File: src/rtl/tcw_pkg.sv
`default_nettype none

package tcw_pkg;

    localparam logic       CMD_PUT              = 1'b0;
    localparam logic       CMD_READ             = 1'b1;

    localparam logic [7:0] CODE_BACKSPACE       = 8'd8;
    localparam logic [7:0] CODE_LINE_FEED       = 8'd10;
    localparam logic [7:0] CODE_CARRIAGE_RETURN = 8'd13;
    localparam logic [7:0] SPACE_CHAR           = 8'd32;
    localparam logic [7:0] REVERSE_BIT          = 8'h80;

    typedef enum logic [3:0] {
        ST_CLEAR,
        ST_IDLE,
        ST_FETCH,
        ST_WR_OLD,
        ST_SCROLL,
        ST_FILL,
        ST_RD_NEW,
        ST_WR_NEW,
        ST_DONE
    } tcw_state_t;

    typedef enum logic [2:0] {
        OP_NONE,
        OP_CLEAR,
        OP_FETCH,
        OP_WR_OLD,
        OP_SCROLL,
        OP_FILL,
        OP_RD_CUR,
        OP_WR_NEW
    } tcw_op_t;

    typedef struct packed {
        logic    capture;
        tcw_op_t op;
        logic    cnt_clr;
        logic    out_load;
    } tcw_cmd_t;

    typedef struct packed {
        logic cnt_at_end;
        logic cnt_at_shift;
        logic is_read;
        logic need_scroll;
        logic out_busy;
    } tcw_status_t;

endpackage

`default_nettype wire

File: src/rtl/tcw_ctrl.sv
`default_nettype none

module tcw_ctrl (
    input  wire logic                clk,
    input  wire logic                rst_n,
    input  wire logic                in_valid,
    output logic                     in_stall,
    input  wire tcw_pkg::tcw_status_t status,
    output tcw_pkg::tcw_cmd_t        cmd
);
    import tcw_pkg::*;

    tcw_state_t state_reg;
    tcw_state_t state_next;

    always_ff @(posedge clk or negedge rst_n)
    begin
        if (!rst_n)
        begin
            state_reg <= ST_CLEAR;
        end
        else
        begin
            state_reg <= state_next;
        end
    end

    always_comb
    begin
        state_next = state_reg;
        case (state_reg)
            ST_CLEAR:
            begin
                if (status.cnt_at_end)
                begin
                    state_next = ST_IDLE;
                end
            end
            ST_IDLE:
            begin
                if (in_valid)
                begin
                    state_next = ST_FETCH;
                end
            end
            ST_FETCH:
            begin
                state_next = status.is_read ? ST_DONE : ST_WR_OLD;
            end
            ST_WR_OLD:
            begin
                state_next = status.need_scroll ? ST_SCROLL : ST_RD_NEW;
            end
            ST_SCROLL:
            begin
                if (status.cnt_at_shift)
                begin
                    state_next = ST_FILL;
                end
            end
            ST_FILL:
            begin
                if (status.cnt_at_end)
                begin
                    state_next = ST_RD_NEW;
                end
            end
            ST_RD_NEW:
            begin
                state_next = ST_WR_NEW;
            end
            ST_WR_NEW:
            begin
                state_next = ST_DONE;
            end
            ST_DONE:
            begin
                if (!status.out_busy)
                begin
                    state_next = ST_IDLE;
                end
            end
            default:
            begin
                state_next = ST_CLEAR;
            end
        endcase
    end

    always_comb
    begin
        cmd      = '0;
        cmd.op   = OP_NONE;
        in_stall = (state_reg != ST_IDLE);
        case (state_reg)
            ST_CLEAR:
            begin
                cmd.op = OP_CLEAR;
            end
            ST_IDLE:
            begin
                cmd.capture = in_valid;
            end
            ST_FETCH:
            begin
                cmd.op = OP_FETCH;
            end
            ST_WR_OLD:
            begin
                cmd.op      = OP_WR_OLD;
                cmd.cnt_clr = 1'b1;
            end
            ST_SCROLL:
            begin
                cmd.op = OP_SCROLL;
            end
            ST_FILL:
            begin
                cmd.op = OP_FILL;
            end
            ST_RD_NEW:
            begin
                cmd.op = OP_RD_CUR;
            end
            ST_WR_NEW:
            begin
                cmd.op = OP_WR_NEW;
            end
            ST_DONE:
            begin
                cmd.out_load = !status.out_busy;
            end
            default:
            begin
                cmd.op = OP_NONE;
            end
        endcase
    end

endmodule

`default_nettype wire

File: config.mk
export PLATFORM = sky130hd
export DESIGN_NAME = tcw_ctrl
export DESIGN_NICKNAME = d
export VERILOG_FILES = /design/src/rtl/tcw_pkg.sv /design/src/rtl/tcw_ctrl.sv
export SDC_FILE = /design/constraint.sdc
export NUM_CORES = 1
export LEC_CHECK = 0
export BUFFER_PORTS_ARGS = -buffer_cell sky130_fd_sc_hd__clkbuf_2
export CORE_AREA = 2 2 39 41
export DETAILED_ROUTE_END_ITERATION = 8
export DIE_AREA = 0 0 41 43
export GPL_TIMING_DRIVEN = 0
export PLACE_DENSITY = 0.46
export SLEW_MARGIN = 0
export SYNTH_ARGS = -nofsm -noshare
export SYNTH_HDL_FRONTEND = slang
export SYNTH_SLANG_ARGS = --single-unit
File: constraint.sdc
create_clock -name clk -period 2 [get_ports clk]
set_clock_uncertainty 0.15 [all_clocks]
set_input_delay 0.1 -clock clk [delete_from_list [all_inputs] [get_ports clk]]
set_output_delay 0.1 -clock clk [all_outputs]
set_load 0.02 [all_outputs]
Word-level counts from Yosys, hierarchy flattened
Cells that the tools add are included.
{"block": "word_totals", "regBits": 4, "out_inout_bits": 7, "word_cells": 30}
{"block": "op_classes", "eq_ne": 14, "muxes": 12, "n_reduce_logical": 3}
{"cell": "4-bit case mux with 9 select lines", "n": 1}
{"cell": "4-bit two-way mux", "n": 6}
{"cell": "3-bit case mux with 7 select lines", "n": 1}
{"cell": "4-bit by 3-bit == test with 1-bit output (second input constant)", "n": 4}
{"cell": "2-bit != test (second input constant)", "n": 5}
{"cell": "4-bit by 2-bit == test with 1-bit output (second input constant)", "n": 2}
{"cell": "5-bit AND reduction", "n": 1}
{"cell": "4-bit by 1-bit == test with 1-bit output (second input constant)", "n": 1}
{"cell": "4-bit == test (second input constant)", "n": 1}
{"cell": "4-bit zero test", "n": 1}
{"cell": "4-bit by 1-bit != test with 1-bit output (second input constant)", "n": 1}
{"cell": "1-bit two-way mux", "n": 3}
{"cell": "2-bit two-way mux", "n": 1}
{"cell": "1-bit zero test", "n": 1}

Depth between registers and ports, before layout
Gate-level depths: netlist (run 1).
{"block": "logic_depth", "word_depth": 3, "mapped_depth": 5, "ltp_nobuf": 4}

Least setup slack after synthesis (run 1)
Ideal clock, no wire load.
{"block": "synth_timing", "path_kind": "register -> output", "startpoint": "reg state_reg[2]", "endpoint": "out cmd[5] (netlist name)", "arrival_ps": 1276, "required_time_ps": 1750, "path_slack_ps": 474, "stages_incl_launch_ff": 5, "n_path_buf": 1, "path_cell_list": "dfrtp_1 buf_4 nor2_1 nand3_1 nor2_1"}
{"element": "start, declared", "line": "tcw_ctrl.sv:13", "source": "tcw_state_t state_reg;"}
{"element": "start signal, assigned", "line": "tcw_ctrl.sv:24", "source": "state_reg <= state_next;"}
{"element": "end, declared", "line": "tcw_ctrl.sv:9", "source": "output tcw_pkg::tcw_cmd_t cmd"}

Worst setup path in the final report (run 1)
{"block": "layout_timing", "startpoint": "reg state_reg[0]", "endpoint": "reg state_reg[0]"}
{"block": "layout_via", "elab_chain_len": 3, "elab_cells_between_ends": 16, "classes_between": "eq/ne (13); mux (1); reduce/logical (2)"}
{"element": "4-bit by 3-bit == test with 1-bit output (tied with other cells)", "line": "tcw_ctrl.sv:31", "source": "case (state_reg)"}
{"element": "2-bit != test (no source line)"}
{"element": "5-bit AND reduction (no source line)"}
Several ways; a longest one is shown, not always the timed one.
A chain may end at the register's enable or synchronous reset.

==> results by group, run 1 <==
Logic synthesis
  • Synthesized area: roughly 350 sq um
  • FFs w/ async S/R, synth: 100%
  • Top post-synthesis cells by area: dfrtp_1 29%, nor2_1 7.5%, nor2b_1 7.2%
  • Mean area per synthesized cell: 8.12 sq um
  • Yosys warnings: 0
  • Syn_nets: between 50 and 60
  • Synth area leader: dfrtp_1
  • Yosys top cell area share: about 29%
  • Synth cell types: 25
  • Cell with the most instances after synthesis: nor2_1
  • Sequential share of the synthesized area: 28.7%
  • Top FF cell, synth: dfrtp_1
  • Post-synth EDFFs: 0
  • Mapped Cells: 43
  • Commonest cells post-synth: 7 x nor2_1, 4 x dfrtp_1, 4 x nor2b_1
  • Yosys reg bits: 4

Placed design
  • Post-DP HPWL: 592 um
  • GPL Wtd Cong: around 0.65
  • Dpl cells: 73
  • IO Port Bufs: 14

Pwr
  • Total power: 829 uW
  • Pint: ~440 uW
  • Psw: a little under 400 uW
  • Max VDD drop: between 0.6 and 0.7 mV
  • Clock share of power: a little under an eighth
  • Pwr Density: between 1500 and 2000 nW/um^2
  • Switching share of power: a little under half
  • Combinational share of power: approximately 70%
  • Reg power frac: between 10% and 20%
  • Leak: between 0.0002 and 0.00025 uW

Cells and area
  • Share of cells above drive strength 1: between 30% and 40%
  • Final Non-Filler Cells: 77
  • Max FFs per register: 4
  • Fill count: about 150
  • Area delta synth->final: 35.1%
  • Final core occ: between 30% and 40%
  • Antenna cells: 0
  • Final #Nets: 71

Timing
  • Max Fclk: 0.621 GHz
  • RSZ-0062 raised after global routing: false
  • Fin. max-slew vios: 0
  • Setup_tns: 0 ns
  • Crit share post-route: between 80 and 90%
  • Worst-Margin Slew: approximately 0.26 ns
  • Crit path time final: 1.61 ns
  • # setup viols final: 0
  • Final Hold Vio Count: 0
  • Normalized max-slew margin: 82.7%
  • Worst Hold Slack: 0.0528 ns

Floorplanning
  • Die width: roughly 40 um
  • Core Region: 1380 sq um
  • DIE HEIGHT: about 43 um
  • Initial cell density of the core: 25.2%
  • Die area: 1760 sq um
  • Row cnt: 14
  • Io pins: 15

Critical path
  • CP startpoint kind: register
  • Critical path class: register to register
  • CP Cell Sequence: buf_2 -> nor3b_1 -> o21ai_1 -> o21ai_1 -> mux2_4
  • Largest stage delay, worst path: ~0.4 ns
  • Worst reg2reg path startpoint: state_reg[0]
  • Crit end category: register
  • R2R Setup Slk: about 0.39 ns
  • R2R cell count: 5
  • CP most frequent cell: o21ai_1
  • RR Endpoint: state_reg[0]
  • WP data arrival: roughly 1.6 ns
  • Crit-path slowest cell: dfrtp_1
  • Largest fanout on the critical path: 10
  • CP Data Required Time: roughly 2.0 ns

Global route
  • First-pass GRT wire length: about 1300 um
  • GRT Total Usage: approximately an eighth
  • Grt total ovfl: 0
  • Antenna violations before repair: 0
  • Largest net degree at the start of global routing: 11
  • Vias in the first global route: 304

Clocking
  • Resized cells post-CTS: 0
  • CTS HTree Levels: 1
  • CTS tree: yes
  • Clk buf depth: 2
  • CTS buffer count: 3
  • Later-pin clock latency in the skew report: approximately 0.23 ns
  • Root Driver: clkbuf_4
  • CTS Sinks: 4
  • Clock-pin slew on the worst setup and hold paths: around 0.040 ns

Drt
  • First-pass DRT Iterations: 2
  • Vias: ~350
  • Routed WL: 808 um
  • Routed len/inst: 10.5 um
  • DRC: 0
  • Antenna viol nets, final: 0
  • Number of DRC markers in iteration 0: 6
  • Vias per inst: approximately 4.5

Run
  • Max cap viols: 0

Run status
  • Outcome: finished clean

Worst hold path
  • HP Class: primary input to async pin
[how the worst max path moves through the flow]
| stage | cells past startpoint | endpoint | start | slack [ns] |
|---|---|---|---|---|
| finish | 5 | state_reg[0] | state_reg[0] | 0.39 |
| global route | 5 | cmd[5] | state_reg[2] | 0.26 |
| CTS | 5 | state_reg[0] | state_reg[0] | 0.39 |
| detailed placement | 5 | state_reg[0] | state_reg[0] | 0.39 |
| global placement | 5 | state_reg[0] | state_reg[0] | 0.42 |
| floorplan | 4 | cmd[5] | state_reg[2] | 0.47 |
[timing repair]
| action | CTS | global route |
|---|---|---|
| hold buffers | 1 | 0 |
| endpoints found under the hold margin | 4 | 0 |
| setup buffers | 0 | 0 |
[layout make-up]
cell class / instances / area [sq um] / share of cell area [%]
Tap cell: 16 / 20.0 / 4.24
Clock buffer: 3 / 22.5 / 4.77
Sequential cell: 4 / 100 / 21.2
Multi-Input combinational cell: 33 / 213 / 45.1
Buffer: 4 / 28.8 / 6.10
Timing Repair Buffer: 15 / 80.1 / 17.0
Inverter: 2 / 7.51 / 1.59
[power groups by stage]
stage	registers (uW)	clock network, uW	logic [uW]
6_report	138	99.6	591
5_1_grt	141	105	656
4_1_cts	139	105	596
3_5_place_dp	140	0	592
3_3_place_gp	137	0	590
2_1_floorplan	133	0	463
[placed cells by master, fill, tap and decap left out, types with 2 or more instances in the layout]
cell type	synthesis	layout
clkbuf_2	0	14
nor2_1	7	7
nor2b_1	4	4
dfrtp_1	4	4
clkbuf_4	0	3
inv_1	2	2
buf_2	2	2
nor3_1	2	2
nand2b_1	2	2
nor3b_1	2	2
o21ai_1	2	2
[kinds of logic (layout without fill, tap and decap cells)]
family | after synthesis | after routing | share of synthesized area, %
AND/OR/NAND/NOR | 22 | 22 | 35.8
AO/OA/AOI/OAI | 8 | 8 | 15.8
buffers and inverters | 6 | 24 | 10.4
flip-flops | 4 | 4 | 28.7
XOR/XNOR | 2 | 2 | 5.02
multiplexers | 1 | 1 | 4.30
[critical path, delay by kind of cell, from the launching register on]
kind | cells | cell delay (ns)
AO/OA/AOI/OAI | 2 | 0.21
buffers and inverters | 1 | 0.20
flip-flops | 1 | 0.40
multiplexers | 1 | 0.32
AND/OR/NAND/NOR | 1 | 0.20
[per-stage QoR]
stage | area, sq um | setup WS, ns
finish | 472 | 0.389
global route | 472 | 0.256
CTS | 472 | 0.390
detailed placement | 439 | 0.395
global placement | 439 | 0.419
floorplan | 349 | 0.474
[layer usage]
layer	GRT usage, %	up-vias	wire length [um]
met5	0	-	0
met4	12.0	0	0
met3	3.14	0	31
met2	15.0	10	393
met1	15.0	158	383
li1	-	181	-
Power figures use the tool's default switching activity.
==> run 2, diff against run 1 <==
--- a/config.mk
+++ b/config.mk
@@ -5,12 +5,13 @@
 export SDC_FILE = /design/constraint.sdc
 export NUM_CORES = 1
 export LEC_CHECK = 0
+export ABC_AREA = 1
 export BUFFER_PORTS_ARGS = -buffer_cell sky130_fd_sc_hd__clkbuf_2
 export CORE_AREA = 2 2 39 41
 export DETAILED_ROUTE_END_ITERATION = 8
 export DIE_AREA = 0 0 41 43
 export GPL_TIMING_DRIVEN = 0
-export PLACE_DENSITY = 0.46
+export PLACE_DENSITY = 0.48
 export SLEW_MARGIN = 0
 export SYNTH_ARGS = -nofsm -noshare
 export SYNTH_HDL_FRONTEND = slang
==> constraint.sdc (replaced) <==
create_clock -name clk -period 1.3 [get_ports clk]
set_clock_uncertainty 0.15 [all_clocks]
set_input_delay 0.065 -clock clk [delete_from_list [all_inputs] [get_ports clk]]
set_output_delay 0.065 -clock clk [all_outputs]
set_load 0.02 [all_outputs]
==> run 2 against run 1 <==
The run now ends with setup timing left. Clock power increased by 54%. Via count increased by 26%. Critical path depth stayed put. Design area increased by 33%. Sequential cell count is the same. Critical endpoint is now cmd[2]. Largest power group unchanged. Highest routed layer unchanged.
==> results by group, run 2 <==
Critical path
  • CP Data Required Time: between 1 and 1.5 ns
  • Largest fanout on the critical path: 4
  • Worst reg2reg path startpoint: state_reg[3]
  • RR Endpoint: state_reg[0]
  • R2R Setup Slk: -0.12 ns
  • Crit end category: output port
  • Critical path class: register to output port
  • WP data arrival: 1.24 ns
  • Largest stage delay, worst path: between 0.4 and 0.5 ns
  • R2R cell count: 8
  • CP startpoint kind: register
  • Crit-path slowest cell: dfrtp_2
  • CP Cell Sequence: nor2_4 -> and2_1 -> nor2_2 -> o21ai_2 -> clkbuf_8

Timing
  • Normalized max-slew margin: 89.0%
  • RSZ-0062 raised after global routing: true
  • Crit path time final: 1.46 ns
  • Final Hold Vio Count: 0
  • Max Fclk: approximately 0.69 GHz
  • # setup viols final: 7
  • Crit share post-route: 112%
  • Worst-Margin Slew: 0.164 ns
  • Fin. max-slew vios: 0
  • Setup ws final: -0.155 ns

Floorplanning
  • Initial cell density of the core: 25.2%
  • Core Region: 1380 sq um
  • Row cnt: 14
  • Io pins: 15
  • Die area: roughly 1800 sq um
  • Die width: between 40 and 50 um
  • DIE HEIGHT: about 43 um

Global route
  • Antenna violations before repair: 0
  • Grt total ovfl: 0
  • Vias in the first global route: about 430
  • GRT Total Usage: around 16%
  • Largest net degree at the start of global routing: 6
  • First-pass GRT wire length: around 1800 um

Logic synthesis
  • Synth cell types: 13
  • FFs w/ async S/R, synth: between 90% and 100%
  • Commonest cells post-synth: 14 x nand2_1, 10 x inv_1, 10 x nor2_1, 8 x nand3_1
  • Syn_nets: 67
  • Synth area leader: dfrtp_1
  • Mean area per synthesized cell: between 5 and 6 sq um
  • Sequential share of the synthesized area: between 20 and 30%
  • Top FF cell, synth: dfrtp_1
  • Yosys reg bits: 4
  • Mapped Cells: between 50 and 60
  • Yosys top cell area share: between 20 and 30%
  • Post-synth EDFFs: 0
  • Top post-synthesis cells by area: dfrtp_1 29%, nand2_1 15%, nand3_1 11%
  • Synthesized area: roughly 350 sq um
  • Yosys warnings: 0
  • Cell with the most instances after synthesis: nand2_1

Cells and area
  • Post-route cell area: about 630 sq um
  • Share of cells above drive strength 1: a little over half
  • Area delta synth->final: 80.3%
  • Antenna cells: 0
  • Final core occ: between 40% and 50%
  • Max FFs per register: 4
  • Final #Nets: between 90 and 100
  • Commonest non-fill, non-tap cell in the layout: nand2_1
  • Fill count: 150
  • Final Non-Filler Cells: 101
  • Commonest non-fill, non-tap cells in the layout: 11 x nand2_1, 8 x nand3_1, 7 x inv_1, 7 x clkbuf_2, 6 x buf_4

Drt
  • Vias: between 400 and 500
  • Routed len/inst: between 10 and 15 um
  • Antenna viol nets, final: 0
  • DRC: 0
  • Number of DRC markers in iteration 0: 2
  • Routed WL: 1050 um
  • First-pass DRT Iterations: 3
  • Vias per inst: between 4 and 5

Placed design
  • Dpl cells: between 80 and 90
  • IO Port Bufs: 14
  • Post-DP Area: roughly 450 sq um
  • Post-DP HPWL: around 730 um
  • Pre-CTS WS: -0.131 ns
  • GPL Wtd Cong: about 0.73

Clocking
  • Clk buf depth: 2
  • CTS HTree Levels: 1
  • CTS Sinks: 4
  • CTS buffer count: 3
  • CTS tree: yes
  • Root Driver: clkbuf_4
  • Later-pin clock latency in the skew report: between 0.2 and 0.25 ns
  • Clock-pin slew on the worst setup and hold paths: 0.04 ns

Run status
  • Failing checks: setup timing
  • Outcome: finished with violations

Pwr
  • Clock share of power: a little under a tenth
  • Combinational share of power: 73.9%
  • Pint: around 870 uW
  • Psw: roughly 800 uW
  • Max VDD drop: just over 0.9 mV
  • Reg power frac: roughly 17%
  • Leak: 0.000342 uW
  • Switching share of power: a little under half
  • Pwr Density: between 2000 and 3000 nW/um^2

Run
  • Max cap viols: 0

Worst hold path
  • HP Class: primary input to async pin
-- run 2: worst max path at each step --
stage,startpoint,to,slack (ns),depth (start not counted)
2_1_floorplan,state_reg[3],cmd[5],-0.0004,3
3_3_place_gp,state_reg[3],cmd[2],-0.13,6
3_5_place_dp,state_reg[3],cmd[2],-0.13,6
4_1_cts,state_reg[0],cmd[2],-0.15,5
5_1_grt,state_reg[1],cmd[2],-0.22,5
6_report,state_reg[3],cmd[2],-0.16,5
-- run 2: kinds of logic (layout without fill, tap and decap cells) --
family	Yosys count	after routing	share of synthesized area [%]
AO/OA/AOI/OAI	6	6	11.1
buffers and inverters	11	37	11.8
flip-flops	4	4	28.7
AND/OR/NAND/NOR	38	38	48.4
-- run 2: cell type report --
| type | instances | area (sq um) | share of cell area (%) |
|---|---|---|---|
| Sequential cell | 4 | 105 | 16.7 |
| Tap cell | 16 | 20.0 | 3.18 |
| Multi-Input combinational cell | 44 | 251 | 40.0 |
| Clock buffer | 3 | 22.5 | 3.58 |
| Timing Repair Buffer | 23 | 189 | 30.0 |
| Inverter | 11 | 41.3 | 6.56 |
-- run 2: worst max-delay path: cells and delay by family (launching register included) --
family | cells | cell delay (ns)
flops | 1 | 0.42
compound gates | 1 | 0.05
simple gates | 3 | 0.38
buf+inv | 1 | 0.15
-- run 2: power by group through the flow --
stage | Sequential [uW] | Clock (uW) | Combinational (uW)
6_report | 277 | 153 | 1220
4_1_cts | 271 | 164 | 1100
3_5_place_dp | 255 | 0 | 806
2_1_floorplan | 242 | 0 | 599
3_3_place_gp | 256 | 0 | 807
5_1_grt | 285 | 178 | 1350
-- run 2: metal layers --
| layer | up-vias | track usage (%) | routed length [um] |
|---|---|---|---|
| li1 | 238 | - | - |
| met5 | - | 0 | 0 |
| met1 | 196 | 17.9 | 467 |
| met2 | 6 | 25.9 | 565 |
| met3 | 0 | 6.28 | 20 |
| met4 | 0 | 4.00 | 0 |
-- run 2: repair_timing --
action | in CTS | in global routing
gates resized for setup | 19 | 15
endpoints found under the hold margin | 5 | 0
pin swaps | 6 | 2
endpoints found under the setup margin | 7 | 10
hold buffers | 2 | 0
buffers inserted | 7 | 0
-- run 2: metrics by stage --
stage | hold WS, ns | TNS, ns | total power [uW]
floorplan | -0.381 | -0.000534 | 841
finish | 0.0334 | -0.605 | 1650
detailed placement | -0.275 | -0.388 | 1060
global placement | -0.278 | -0.418 | 1060
CTS | 0.0161 | -0.749 | 1540
global route | 0.0265 | -1.23 | 1810
